`config.mk`:
```
export PLATFORM = sky130hd
export DESIGN_NAME = time_window_hit_grouper_top
export DESIGN_NICKNAME = d
export VERILOG_FILES = /design/src/hdl/twhg_pkg.sv /design/src/hdl/twhg_front.sv /design/src/hdl/twhg_queue.sv /design/src/hdl/twhg_back.sv /design/src/hdl/time_window_hit_grouper_top.sv
export SDC_FILE = /design/constraint.sdc
export NUM_CORES = 1
export LEC_CHECK = 0
export BUFFER_PORTS_ARGS = -buffer_cell sky130_fd_sc_hd__buf_2
export CAP_MARGIN = 20
export CORE_MARGIN = 8
export CORE_UTILIZATION = 40
export DETAILED_ROUTE_END_ITERATION = 10
export MAX_ROUTING_LAYER = met4
export PLACE_DENSITY_LB_ADDON = 0.15
export SYNTH_ARGS = -nofsm -noshare
export SYNTH_HDL_FRONTEND = slang
export SYNTH_SLANG_ARGS = --single-unit
```
`constraint.sdc`:
```
create_clock -name clk_i -period 21.9 [get_ports clk_i]
set_clock_uncertainty 0.1 [all_clocks]
set_input_delay 2.19 -clock clk_i [delete_from_list [all_inputs] [get_ports clk_i]]
set_output_delay 2.19 -clock clk_i [all_outputs]
set_load 0.02 [all_outputs]
```
`src/hdl/twhg_pkg.sv`:
```
`timescale 1ns / 1ps
`default_nettype none
// ----------------------------------------------------------------------------
// twhg_pkg: shared constants for the time window hit grouper
// Default widths, window register width and reset, queue depth, tuser bits, func codes.
// ----------------------------------------------------------------------------
package twhg_pkg;

  localparam int TIME_BITS_DEF   = 48;
  localparam int ENERGY_BITS_DEF = 16;
  localparam int QUEUE_DEPTH_DEF = 4;

  localparam int WINDOW_BITS = 32;
  localparam logic [WINDOW_BITS-1:0] WINDOW_RESET = 32'd1000;

  // tuser bit positions on the input side
  localparam int USER_FUNC_BIT = 0;
  localparam int USER_OK_BIT   = 1;
  localparam int USER_BITS     = 2;

  // func codes
  localparam logic FUNC_HIT   = 1'b0;
  localparam logic FUNC_FLUSH = 1'b1;

endpackage
`default_nettype wire

```
`src/hdl/twhg_front.sv`:
```
`timescale 1ns / 1ps
`default_nettype none
// ----------------------------------------------------------------------------
// twhg_front: input side of the grouper
// Takes input transfers, drops hits whose valid flag is clear, and pushes
// hits and flushes into the queue as {flush, energy, time}.
// ----------------------------------------------------------------------------
module twhg_front #(
  parameter int TIME_BITS   = twhg_pkg::TIME_BITS_DEF,
  parameter int ENERGY_BITS = twhg_pkg::ENERGY_BITS_DEF,
  parameter int DATA_W      = ((TIME_BITS + ENERGY_BITS + 7) / 8) * 8,
  parameter int ENT_W       = 1 + TIME_BITS + ENERGY_BITS
) (
  input  wire logic                           s_axis_tvalid,
  output      logic                           s_axis_tready,
  input  wire logic [DATA_W-1:0]              s_axis_tdata,
  input  wire logic [twhg_pkg::USER_BITS-1:0] s_axis_tuser,
  input  wire logic                           q_full_i,
  output      logic                           q_push_o,
  output      logic [ENT_W-1:0]               q_wdata_o
);
  import twhg_pkg::*;

  logic                   is_flush;
  logic                   hit_ok;
  logic [TIME_BITS-1:0]   hit_time;
  logic [ENERGY_BITS-1:0] hit_energy;

  assign is_flush   = (s_axis_tuser[USER_FUNC_BIT] == FUNC_FLUSH);
  assign hit_ok     = s_axis_tuser[USER_OK_BIT];
  assign hit_time   = s_axis_tdata[TIME_BITS-1:0];
  assign hit_energy = s_axis_tdata[TIME_BITS +: ENERGY_BITS];

  // an invalid hit is taken and dropped here, it never reaches the queue
  assign s_axis_tready = !q_full_i;
  assign q_push_o      = s_axis_tvalid && !q_full_i && (is_flush || hit_ok);
  assign q_wdata_o     = {is_flush, hit_energy, hit_time};

endmodule
`default_nettype wire

```
`src/hdl/twhg_queue.sv`:
```
`timescale 1ns / 1ps
`default_nettype none
// ----------------------------------------------------------------------------
// twhg_queue: small fifo between front and back
// Push and pop may happen in the same cycle; read side is first-word-through.
// ----------------------------------------------------------------------------
module twhg_queue #(
  parameter int WIDTH = 65,
  parameter int DEPTH = twhg_pkg::QUEUE_DEPTH_DEF
) (
  input  wire logic             clk_i,
  input  wire logic             rst_ni,
  input  wire logic             push_i,
  input  wire logic [WIDTH-1:0] wdata_i,
  output      logic             full_o,
  input  wire logic             pop_i,
  output      logic             valid_o,
  output      logic [WIDTH-1:0] rdata_o
);
  import twhg_pkg::*;

  localparam int PtrW = (DEPTH > 1) ? $clog2(DEPTH) : 1;
  localparam int CntW = $clog2(DEPTH + 1);
  localparam logic [CntW-1:0] CntMax = CntW'(DEPTH);
  localparam logic [PtrW-1:0] PtrLast = PtrW'(DEPTH - 1);

  logic [WIDTH-1:0] mem_q [DEPTH];
  logic [PtrW-1:0]  wr_ptr_q, wr_ptr_d;
  logic [PtrW-1:0]  rd_ptr_q, rd_ptr_d;
  logic [CntW-1:0]  count_q, count_d;
  logic             do_push, do_pop;

  assign full_o  = (count_q == CntMax);
  assign valid_o = (count_q != '0);
  assign rdata_o = mem_q[rd_ptr_q];

  assign do_push = push_i && !full_o;
  assign do_pop  = pop_i && valid_o;

  always_comb begin
    wr_ptr_d = wr_ptr_q;
    rd_ptr_d = rd_ptr_q;
    count_d  = count_q;
    if (do_push) begin
      wr_ptr_d = (wr_ptr_q == PtrLast) ? '0 : wr_ptr_q + 1'b1;
    end
    if (do_pop) begin
      rd_ptr_d = (rd_ptr_q == PtrLast) ? '0 : rd_ptr_q + 1'b1;
    end
    if (do_push && !do_pop) begin
      count_d = count_q + 1'b1;
    end else if (do_pop && !do_push) begin
      count_d = count_q - 1'b1;
    end
  end

  always_ff @(posedge clk_i or negedge rst_ni) begin
    if (!rst_ni) begin
      wr_ptr_q <= '0;
      rd_ptr_q <= '0;
      count_q  <= '0;
    end else begin
      wr_ptr_q <= wr_ptr_d;
      rd_ptr_q <= rd_ptr_d;
      count_q  <= count_d;
    end
  end

  always_ff @(posedge clk_i) begin
    if (do_push) begin
      mem_q[wr_ptr_q] <= wdata_i;
    end
  end

endmodule
`default_nettype wire

```
`src/hdl/twhg_back.sv`:
```
`timescale 1ns / 1ps
`default_nettype none
// ----------------------------------------------------------------------------
// twhg_back: group builder
// Holds the open group, compares each hit against the window, keeps the
// peak-energy hit and drives the registered result stage.
// ----------------------------------------------------------------------------
module twhg_back #(
  parameter int TIME_BITS   = twhg_pkg::TIME_BITS_DEF,
  parameter int ENERGY_BITS = twhg_pkg::ENERGY_BITS_DEF,
  parameter int ENT_W       = 1 + TIME_BITS + ENERGY_BITS
) (
  input  wire logic                             clk_i,
  input  wire logic                             rst_ni,
  input  wire logic                             cfg_we_i,
  input  wire logic [twhg_pkg::WINDOW_BITS-1:0] cfg_wdata_i,
  input  wire logic                             q_valid_i,
  input  wire logic [ENT_W-1:0]                 q_rdata_i,
  output      logic                             q_pop_o,
  output      logic                             out_valid_o,
  input  wire logic                             out_ready_i,
  output      logic [TIME_BITS-1:0]             out_time_o,
  output      logic [ENERGY_BITS-1:0]           out_energy_o
);
  import twhg_pkg::*;

  localparam int CmpW = (TIME_BITS > WINDOW_BITS) ? TIME_BITS : WINDOW_BITS;

  logic [WINDOW_BITS-1:0] window_q;
  logic                   open_q, open_d;
  logic [TIME_BITS-1:0]   start_q, start_d;
  logic [TIME_BITS-1:0]   peak_time_q, peak_time_d;
  logic [ENERGY_BITS-1:0] peak_energy_q, peak_energy_d;
  logic                   out_valid_q, out_valid_d;
  logic [TIME_BITS-1:0]   out_time_q;
  logic [ENERGY_BITS-1:0] out_energy_q;

  logic                   ent_flush;
  logic [TIME_BITS-1:0]   ent_time;
  logic [ENERGY_BITS-1:0] ent_energy;
  logic [TIME_BITS-1:0]   diff;
  logic                   joins;
  logic                   emit;

  assign ent_time   = q_rdata_i[TIME_BITS-1:0];
  assign ent_energy = q_rdata_i[TIME_BITS +: ENERGY_BITS];
  assign ent_flush  = q_rdata_i[ENT_W-1];

  // one entry per cycle whenever the result stage is free or draining
  assign q_pop_o = q_valid_i && (!out_valid_q || out_ready_i);

  // earlier than the reference always joins
  assign diff  = ent_time - start_q;
  assign joins = (ent_time < start_q) || (CmpW'(diff) < CmpW'(window_q));

  always_comb begin
    open_d        = open_q;
    start_d       = start_q;
    peak_time_d   = peak_time_q;
    peak_energy_d = peak_energy_q;
    emit          = 1'b0;
    if (q_pop_o) begin
      if (ent_flush) begin
        emit   = open_q;
        open_d = 1'b0;
      end else if (open_q && joins) begin
        if (ent_energy > peak_energy_q) begin
          peak_time_d   = ent_time;
          peak_energy_d = ent_energy;
        end
      end else begin
        emit          = open_q;
        open_d        = 1'b1;
        start_d       = ent_time;
        peak_time_d   = ent_time;
        peak_energy_d = ent_energy;
      end
    end
  end

  always_comb begin
    if (emit) begin
      out_valid_d = 1'b1;
    end else begin
      out_valid_d = out_valid_q && !out_ready_i;
    end
  end

  always_ff @(posedge clk_i or negedge rst_ni) begin
    if (!rst_ni) begin
      window_q      <= WINDOW_RESET;
      open_q        <= 1'b0;
      start_q       <= '0;
      peak_time_q   <= '0;
      peak_energy_q <= '0;
      out_valid_q   <= 1'b0;
    end else begin
      if (cfg_we_i) begin
        window_q <= cfg_wdata_i;
      end
      open_q        <= open_d;
      start_q       <= start_d;
      peak_time_q   <= peak_time_d;
      peak_energy_q <= peak_energy_d;
      out_valid_q   <= out_valid_d;
    end
  end

  always_ff @(posedge clk_i) begin
    if (emit) begin
      out_time_q   <= peak_time_q;
      out_energy_q <= peak_energy_q;
    end
  end

  assign out_valid_o  = out_valid_q;
  assign out_time_o   = out_time_q;
  assign out_energy_o = out_energy_q;

endmodule
`default_nettype wire

```
`src/hdl/time_window_hit_grouper_top.sv`:
```
`timescale 1ns / 1ps
`default_nettype none
// path: a closing hit or flush is written into the queue, popped by the back end, and its
//   event is loaded into the result register that drives m_axis
// throughput: one input transfer per cycle while the queue has room; the back end
//   retires one queue entry per cycle while the result register is free or being taken
// reset: rst_ni is asynchronous, active low; clears the queue, the open group,
//   the result valid and loads the window with 1000 ticks
// ----------------------------------------------------------------------------
// time_window_hit_grouper_top: coincidence window event builder
// Groups a time-ordered hit stream into events, reporting the time and
// energy of the largest-energy hit of each group.
// ----------------------------------------------------------------------------
module time_window_hit_grouper_top #(
  parameter int TIME_BITS   = twhg_pkg::TIME_BITS_DEF,
  parameter int ENERGY_BITS = twhg_pkg::ENERGY_BITS_DEF,
  parameter int QUEUE_DEPTH = twhg_pkg::QUEUE_DEPTH_DEF
) (
  input  wire logic                             clk_i,
  input  wire logic                             rst_ni,
  // window register write, window_ticks
  input  wire logic                             cfg_we_i,
  input  wire logic [twhg_pkg::WINDOW_BITS-1:0] cfg_wdata_i,
  // input stream
  input  wire logic                             s_axis_tvalid,
  output      logic                             s_axis_tready,
  // hit_time, hit_energy, zero padding
  input  wire logic [((TIME_BITS + ENERGY_BITS + 7) / 8) * 8 - 1:0] s_axis_tdata,
  // func, hit_ok
  input  wire logic [twhg_pkg::USER_BITS-1:0]   s_axis_tuser,
  // result stream
  output      logic                             m_axis_tvalid,
  input  wire logic                             m_axis_tready,
  // event_time, event_energy, zero padding
  output      logic [((TIME_BITS + ENERGY_BITS + 7) / 8) * 8 - 1:0] m_axis_tdata
);
  import twhg_pkg::*;

  // packed payload width, rounded up to whole bytes
  localparam int DataW = ((TIME_BITS + ENERGY_BITS + 7) / 8) * 8;
  // queue entry: {flush, energy, time}
  localparam int EntW  = 1 + TIME_BITS + ENERGY_BITS;

  logic                   q_full;
  logic                   q_push;
  logic [EntW-1:0]        q_wdata;
  logic                   q_pop;
  logic                   q_valid;
  logic [EntW-1:0]        q_rdata;
  logic [TIME_BITS-1:0]   ev_time;
  logic [ENERGY_BITS-1:0] ev_energy;

  // front: takes every transfer while the queue has room, drops invalid hits
  twhg_front #(
    .TIME_BITS  (TIME_BITS),
    .ENERGY_BITS(ENERGY_BITS),
    .DATA_W     (DataW),
    .ENT_W      (EntW)
  ) u_front (
    .s_axis_tvalid(s_axis_tvalid),
    .s_axis_tready(s_axis_tready),
    .s_axis_tdata (s_axis_tdata),
    .s_axis_tuser (s_axis_tuser),
    .q_full_i     (q_full),
    .q_push_o     (q_push),
    .q_wdata_o    (q_wdata)
  );

  // queue: absorbs input while the result side is stalled
  twhg_queue #(
    .WIDTH(EntW),
    .DEPTH(QUEUE_DEPTH)
  ) u_queue (
    .clk_i  (clk_i),
    .rst_ni (rst_ni),
    .push_i (q_push),
    .wdata_i(q_wdata),
    .full_o (q_full),
    .pop_i  (q_pop),
    .valid_o(q_valid),
    .rdata_o(q_rdata)
  );

  // back: group state, window compare, peak tracking and result register
  twhg_back #(
    .TIME_BITS  (TIME_BITS),
    .ENERGY_BITS(ENERGY_BITS),
    .ENT_W      (EntW)
  ) u_back (
    .clk_i       (clk_i),
    .rst_ni      (rst_ni),
    .cfg_we_i    (cfg_we_i),
    .cfg_wdata_i (cfg_wdata_i),
    .q_valid_i   (q_valid),
    .q_rdata_i   (q_rdata),
    .q_pop_o     (q_pop),
    .out_valid_o (m_axis_tvalid),
    .out_ready_i (m_axis_tready),
    .out_time_o  (ev_time),
    .out_energy_o(ev_energy)
  );

  // time in the low bits, energy above, zeros up to the byte boundary
  assign m_axis_tdata = DataW'({ev_energy, ev_time});

endmodule
`default_nettype wire

```
Word-level counts from Yosys, hierarchy flattened
Memories as Yosys holds them, arrays and structs flattened.
Index checks and enable logic that the tools add are counted.
{ "word_totals": {"register_bits": 217, "elab_cells": 65, "ramBits": 260, "mem_count": 1, "inputBits": 103} }
{ "op_classes": {"n_reduce_logical": 22, "muxes": 16, "add_sub_neg": 5, "magnitude_cmp": 3, "n_bitwise": 2, "eq_ne": 5} }
{ "mem_list": {"columns": ["name", "depth", "word_bits", "read_ports", "rd_ports_with_merged_regs", "write_ports", "line", "source"], "rows": [
  ["u_queue.mem_q", 4, 65, 1, 0, 1, "twhg_queue.sv:27", "logic [WIDTH-1:0] mem_q [DEPTH];"]
]} }
{ "op_table": {"columns": ["operator", "n"], "rows": [
  ["$mux W48", 2],
  ["$lt A48 B32 Y1", 1],
  ["$lt A48 B48 Y1", 1],
  ["$sub A48 B48 Y48", 1],
  ["$mux W16", 2],
  ["$gt A16 B16 Y1", 1],
  ["$logic_and A1 B1 Y1", 9],
  ["$mux W1", 8],
  ["$mux W3", 2],
  ["$reduce_and A3 Y1", 2],
  ["$logic_not A1 Y1", 5],
  ["$add A2 B1 Y2 const B", 2],
  ["$eq A2 B2 Y1 const B", 2],
  ["$mux W2", 2],
  ["$ne A2 B2 Y1 const B", 2],
  ["$add A3 B1 Y3 const B", 1],
  ["$eq A3 B3 Y1 const B", 1],
  ["$logic_or A1 B1 Y1", 3],
  ["$reduce_bool A3 Y1", 1],
  ["$sub A3 B1 Y3 const B", 1],
  ["$not A1 Y1", 2],
  ["$reduce_and A2 Y1", 1],
  ["$reduce_bool A2 Y1", 1]
]} }

Longest topological paths before layout
{ "depth": {"word_depth": 9, "ltp_mapped": 29, "ltp_nobuf": 25} }

Modules after synthesis
A second synthesis with hierarchy kept.
{ "hier_totals": {"cells_unflattened": 1605, "hier_area_um2": 22719.3} }
{ "modules_own_cells": {"columns": ["module", "cells_per_inst", "instances", "seq_area_each_um2", "area_per_inst_um2"], "rows": [
  ["twhg_back", 1161, 1, 5582.9, 12365.6],
  ["twhg_queue", 377, 1, 7982.7, 9851.9],
  ["twhg_front", 67, 1, 0.0, 501.7]
]} }

Worst setup path before layout
No wires, ideal clock.
{ "synth_path": {"path_type": "register to register", "from": "register u_queue.rd_ptr_q[0]", "to": "register u_back.out_energy_q[0] (netlist: u_back.out_energy_o[0]) (enable)", "required_ns": 20.755, "slack_ns": 13.725, "synth_period_minus_slack_ns": 8.175, "setup_ns": 1.045, "arrival_time_ns": 7.030, "stages_incl_launch_ff": 23, "cell_sequence": "dfrtp_1 > clkbuf_1 > buf_1 > clkbuf_1 > o21ai_0 > ha_1 > fa_1 > nand2b_1 > a21oi_1 > o21ai_1 > a21oi_1 > o22ai_1 > o31ai_1 > xor2_1 > ha_1 > a21o_1 > a221oi_1 > o221ai_1 > nor4_1 > and4_1 > and2_1 > a211o_1 > o21ai_0"} }
{ "synth_between": {"elab_chain_len": 8} }
{ "synth_rtl": {"columns": ["item", "line", "source"], "rows": [
  ["from (decl)", "twhg_queue.sv:29", "logic [PtrW-1:0] rd_ptr_q, rd_ptr_d;"],
  ["from (signal assigned)", "twhg_queue.sv:64", "rd_ptr_q <= rd_ptr_d;"],
  ["$mem_v2 Z4 W65 *", null, null],
  ["$sub A48 B48 Y48", "twhg_back.sv:53", "assign diff = ent_time - start_q;"],
  ["$lt A48 B32 Y1", "twhg_back.sv:54", "assign joins = (ent_time < start_q) || (CmpW'(diff) < CmpW'(window_q));"],
  ["$logic_or A1 B1 Y1", "twhg_back.sv:54", null],
  ["$logic_and A1 B1 Y1", "twhg_back.sv:66", "end else if (open_q && joins) begin"],
  ["$mux W1", "twhg_back.sv:66", null],
  ["$mux W1 *", "twhg_back.sv:63", "if (ent_flush) begin"],
  ["$mux W1 *", "twhg_back.sv:62", "if (q_pop_o) begin"],
  ["net u_back.emit", "twhg_back.sv:43", "logic emit;"],
  ["to (signal assigned)", "twhg_back.sv:112", "out_energy_q <= peak_energy_q;"],
  ["to (decl)", "twhg_back.sv:36", "logic [ENERGY_BITS-1:0] out_energy_q;"]
]} }
Mark *: on every way through the listed nets, which the timed path passes. The rest lies on a longest branch.
A chain may end at the register's enable or synchronous reset.

Worst setup path in the final report
{ "layout_path": {"from": "register u_queue.rd_ptr_q[0]", "to": "register u_back.start_q[5]"} }
{ "layout_between": {"elab_chain_len": 7} }
{ "layout_rtl": {"columns": ["item", "line", "source"], "rows": [
  ["$mem_v2 Z4 W65 *", null, null],
  ["$sub A48 B48 Y48", "twhg_back.sv:53", null],
  ["$lt A48 B32 Y1", "twhg_back.sv:54", null],
  ["$logic_or A1 B1 Y1", "twhg_back.sv:54", null],
  ["$logic_and A1 B1 Y1", "twhg_back.sv:66", null],
  ["$not A1 Y1 (no line)", null, null],
  ["$reduce_and A3 Y1 (no line)", null, null],
  ["to (signal assigned)", "twhg_back.sv:102", "start_q <= start_d;"],
  ["to (decl)", "twhg_back.sv:31", "logic [TIME_BITS-1:0] start_q, start_d;"]
]} }
Every way passes the cells marked *; elsewhere a longest branch is shown, timed or not.

==> flow_metrics.py <==
metrics = {
    "detailed_routing": {
        "met2WireLength_um": 26500,
        "met3_wirelength_um": 2720,
        "route.detailed.drc": 0,
        "via_per_inst": 5.36,
        "finalWirelength_um": 57300,
        "final_antenna_net_count": 0,
        "dr.pass1.iters": 5,
        "drt_iter0_markers": 939,
        "route.top_layer_used": "met4",
        "wl_met1_um": 26800,
        "vias": 13900,
        "routedWlPerCell_um": 22.1,
    },
    "grt": {
        "antenna_found_initial": 8,
        "grt_overflow": 0,
        "track_usage_pct": 18.5,
        "grt_max_degree": 64,
        "first_global_vias": 14400,
        "grt_pass1_wl_um": 88100,
    },
    "timing": {
        "worst_pin_slew_ns": 1.07,
        "tns_ns": 0,
        "hold_violations": 0,
        "period_share_pct": 34.5,
        "finalMaxSlewViolations": 0,
        "maxSlewHeadroom_pct": 28.5,
        "fmax_mhz": 132,
        "rsz0062_at_grt": "false",
        "finalSetupViolCount": 0,
        "timing.final.crit_period_ns": 7.55,
    },
    "die": {
        "fp.dieH_um": 252,
        "start_util_pct": 40.4,
        "ios": 169,
        "num_rows": 86,
        "core_mm2": 0.0552,
        "dieArea_mm2": 0.0636,
        "dieWidth_um": 252,
    },
    "finish": {
        "multi_input_area_mm2": 0.00809,
        "final.fill_count": 4965,
        "area_growth_pct": 15.3,
        "final_cell_mix": "edfxtp_1, buf_2, dfrtp_1, inv_1, nand2_1",
        "final_util_pct": 46.6,
        "final_nets": 1997,
        "drive_gt1_share_pct": 22.2,
        "register_area_mm2": 0.0136,
        "finalNonFillerCells": 2588,
        "final_common_cell": "edfxtp_1",
    },
    "clocking": {
        "cts_buffers": 53,
        "tritoncts": "yes",
        "ctsHoldBuffers": 0,
        "cts-root-buf": "clkbuf_16",
        "post-cts-setup-buffer-count": 0,
        "clk_pin_slew_ns": 0.06,
        "clk_latency_ns": 0.61,
        "cts-resized-gates": 0,
        "h-tree-depth": 2,
        "clk_path_buf_depth": 3,
        "cts.sinks": 477,
    },
    "placed_design": {
        "gp_congestion": 0.957,
        "post-dp-hpwl_um": 40500,
        "place_inst": 2483,
        "io_buffers": 168,
    },
    "critical_path": {
        "startpoint_type": "register",
        "critPathCaptureType": "register",
        "worstSetupPathType": "reg -> reg",
        "worstPathArrival_ns": 7.92,
        "cp_max_fo": 32,
        "required_ns": 22.27,
    },
    "synth": {
        "avgSynthCellArea_um2": 13.9,
        "synth.distinct_cells": 74,
        "synth_nets": 1818,
        "synth_ff_type": "edfxtp_1",
        "synth.top_cell.area_share_pct": 43.6,
        "synth_seq_cells": 477,
        "ys_async_sr_fraction_pct": 32.1,
        "yosysSeqAreaShare_pct": 60.8,
        "synth_cells": 1611,
        "ys_warn_count": 0,
        "synth_area_leaders": "edfxtp_1, dfrtp_1, mux4_2",
        "synth_top_area_cell": "edfxtp_1",
        "synth_edf_count": 324,
        "netlist_area_mm2": 0.0223,
    },
    "hold_path": {
        "hold_path.class": "reg -> reg",
    },
    "run": {
        "cap_violations": 0,
    },
    "run_status": {
        "status": "completed",
    },
}
[path summary, 6_finish.rpt]
kind                                                          from                                 to  slack [ns]  cells past startpoint
worst min register to register  u_back.peak_time_q[34]$_DFFE_PN0P_    u_back.out_time_o[34]$_DFFE_PP_        0.35                      0
worst min-delay path            u_back.peak_time_q[34]$_DFFE_PN0P_    u_back.out_time_o[34]$_DFFE_PP_        0.35                      0
max in group asynchronous                                   rst_ni    u_queue.rd_ptr_q[0]$_DFFE_PN0P_       19.06                      2
min in group asynchronous                                   rst_ni  u_back.peak_time_q[2]$_DFFE_PN0P_        1.41                      1
worst max register to register     u_queue.rd_ptr_q[0]$_DFFE_PN0P_      u_back.start_q[5]$_DFFE_PN0P_       14.35                     21
worst max-delay path               u_queue.rd_ptr_q[0]$_DFFE_PN0P_      u_back.start_q[5]$_DFFE_PN0P_       14.35                     21
[metal layers]
metal / global-route usage, % / up-vias
met2: 28.8 / 332
met3: 3.33 / 81
met5: - / -
li1: - / 6487
met1: 24.8 / 6974
met4: 4.88 / 0
[cell families (layout without fill, tap and decap cells)]
family                   count (synthesis)  in the layout  synth area share (%)
flip-flops                             477            477                  60.8
AND/OR/NAND/NOR                        354            354                  8.01
AO/OA/AOI/OAI                          334            334                  10.2
buffers and inverters                  172            395                  3.21
multiplexers                           133            133                  10.5
adder cells (fa/ha/maj)                104            104                  5.90
XOR/XNOR                                37             37                  1.45
other                                    0              6                     0
[cells in the mapped netlist, drive strengths merged (16+ instances only)]
| library cell | instances |
|---|---|
| a21o | 27 |
| a21oi | 89 |
| a221o | 51 |
| and2 | 54 |
| and3 | 49 |
| buf | 23 |
| clkbuf | 40 |
| dfrtp | 147 |
| edfxtp | 324 |
| ha | 102 |
| inv | 109 |
| mux2 | 67 |
| mux4 | 63 |
| nand2 | 105 |
| nand4 | 23 |
| nor2 | 62 |
| o21ai | 96 |
| xnor2 | 21 |
| xor2 | 16 |
[stage by stage]
step | setup WS (ns) | hold slack [ns] | cell area [um^2]
finish | 14.35 | 0.346 | 25700
global placement | 14.26 | 0.340 | 24000
detailed placement | 14.24 | 0.335 | 24000
CTS | 14.21 | 0.342 | 25700
global route | 13.70 | 0.359 | 25700
floorplan | 13.72 | 0.325 | 22300
[critical path, cell delays in order, from the launching register on]
cell and delay [ns]:
dfrtp_4 0.60, buf_4 0.57, o21ai_0 0.35, ha_1 0.31, fa_1 0.41, nand2b_1 0.18
a21oi_1 0.28, o21ai_1 0.15, a21oi_1 0.43, o22ai_1 0.25, o31ai_1 0.32, xor2_1 0.11
ha_1 0.31, nand4_1 0.12, or2_2 0.32, nor4_1 0.30, nor4_1 0.13, and4_1 0.26
and4_1 0.22, nor2_4 0.66, buf_4 0.55, mux2_1 0.37
[final cells by class]
type | count | area share [%]
Multi-Input combinational cell | 962 | 31.4
Antenna cell | 6 | 0.0583
Tap cell | 748 | 3.64
Sequential cell | 477 | 52.7
Clock buffer | 73 | 5.75
Clock inverter | 26 | 0.991
Timing Repair Buffer | 187 | 3.84
Inverter | 109 | 1.59
[sequential cells by signal, summed over array words and instances (netlist names), 3 cells and up]
name	flops
u_back.peak_time_q	48
u_back.out_energy_o	16
u_back.window_q	32
u_queue.count_q	3
u_back.start_q	48
u_back.peak_energy_q	16
u_queue.mem_q	260
u_back.out_time_o	48
Power is left out: the tool's default activity adds up to more than one toggle a clock period on the data nets, which glitch-free logic cannot reach.
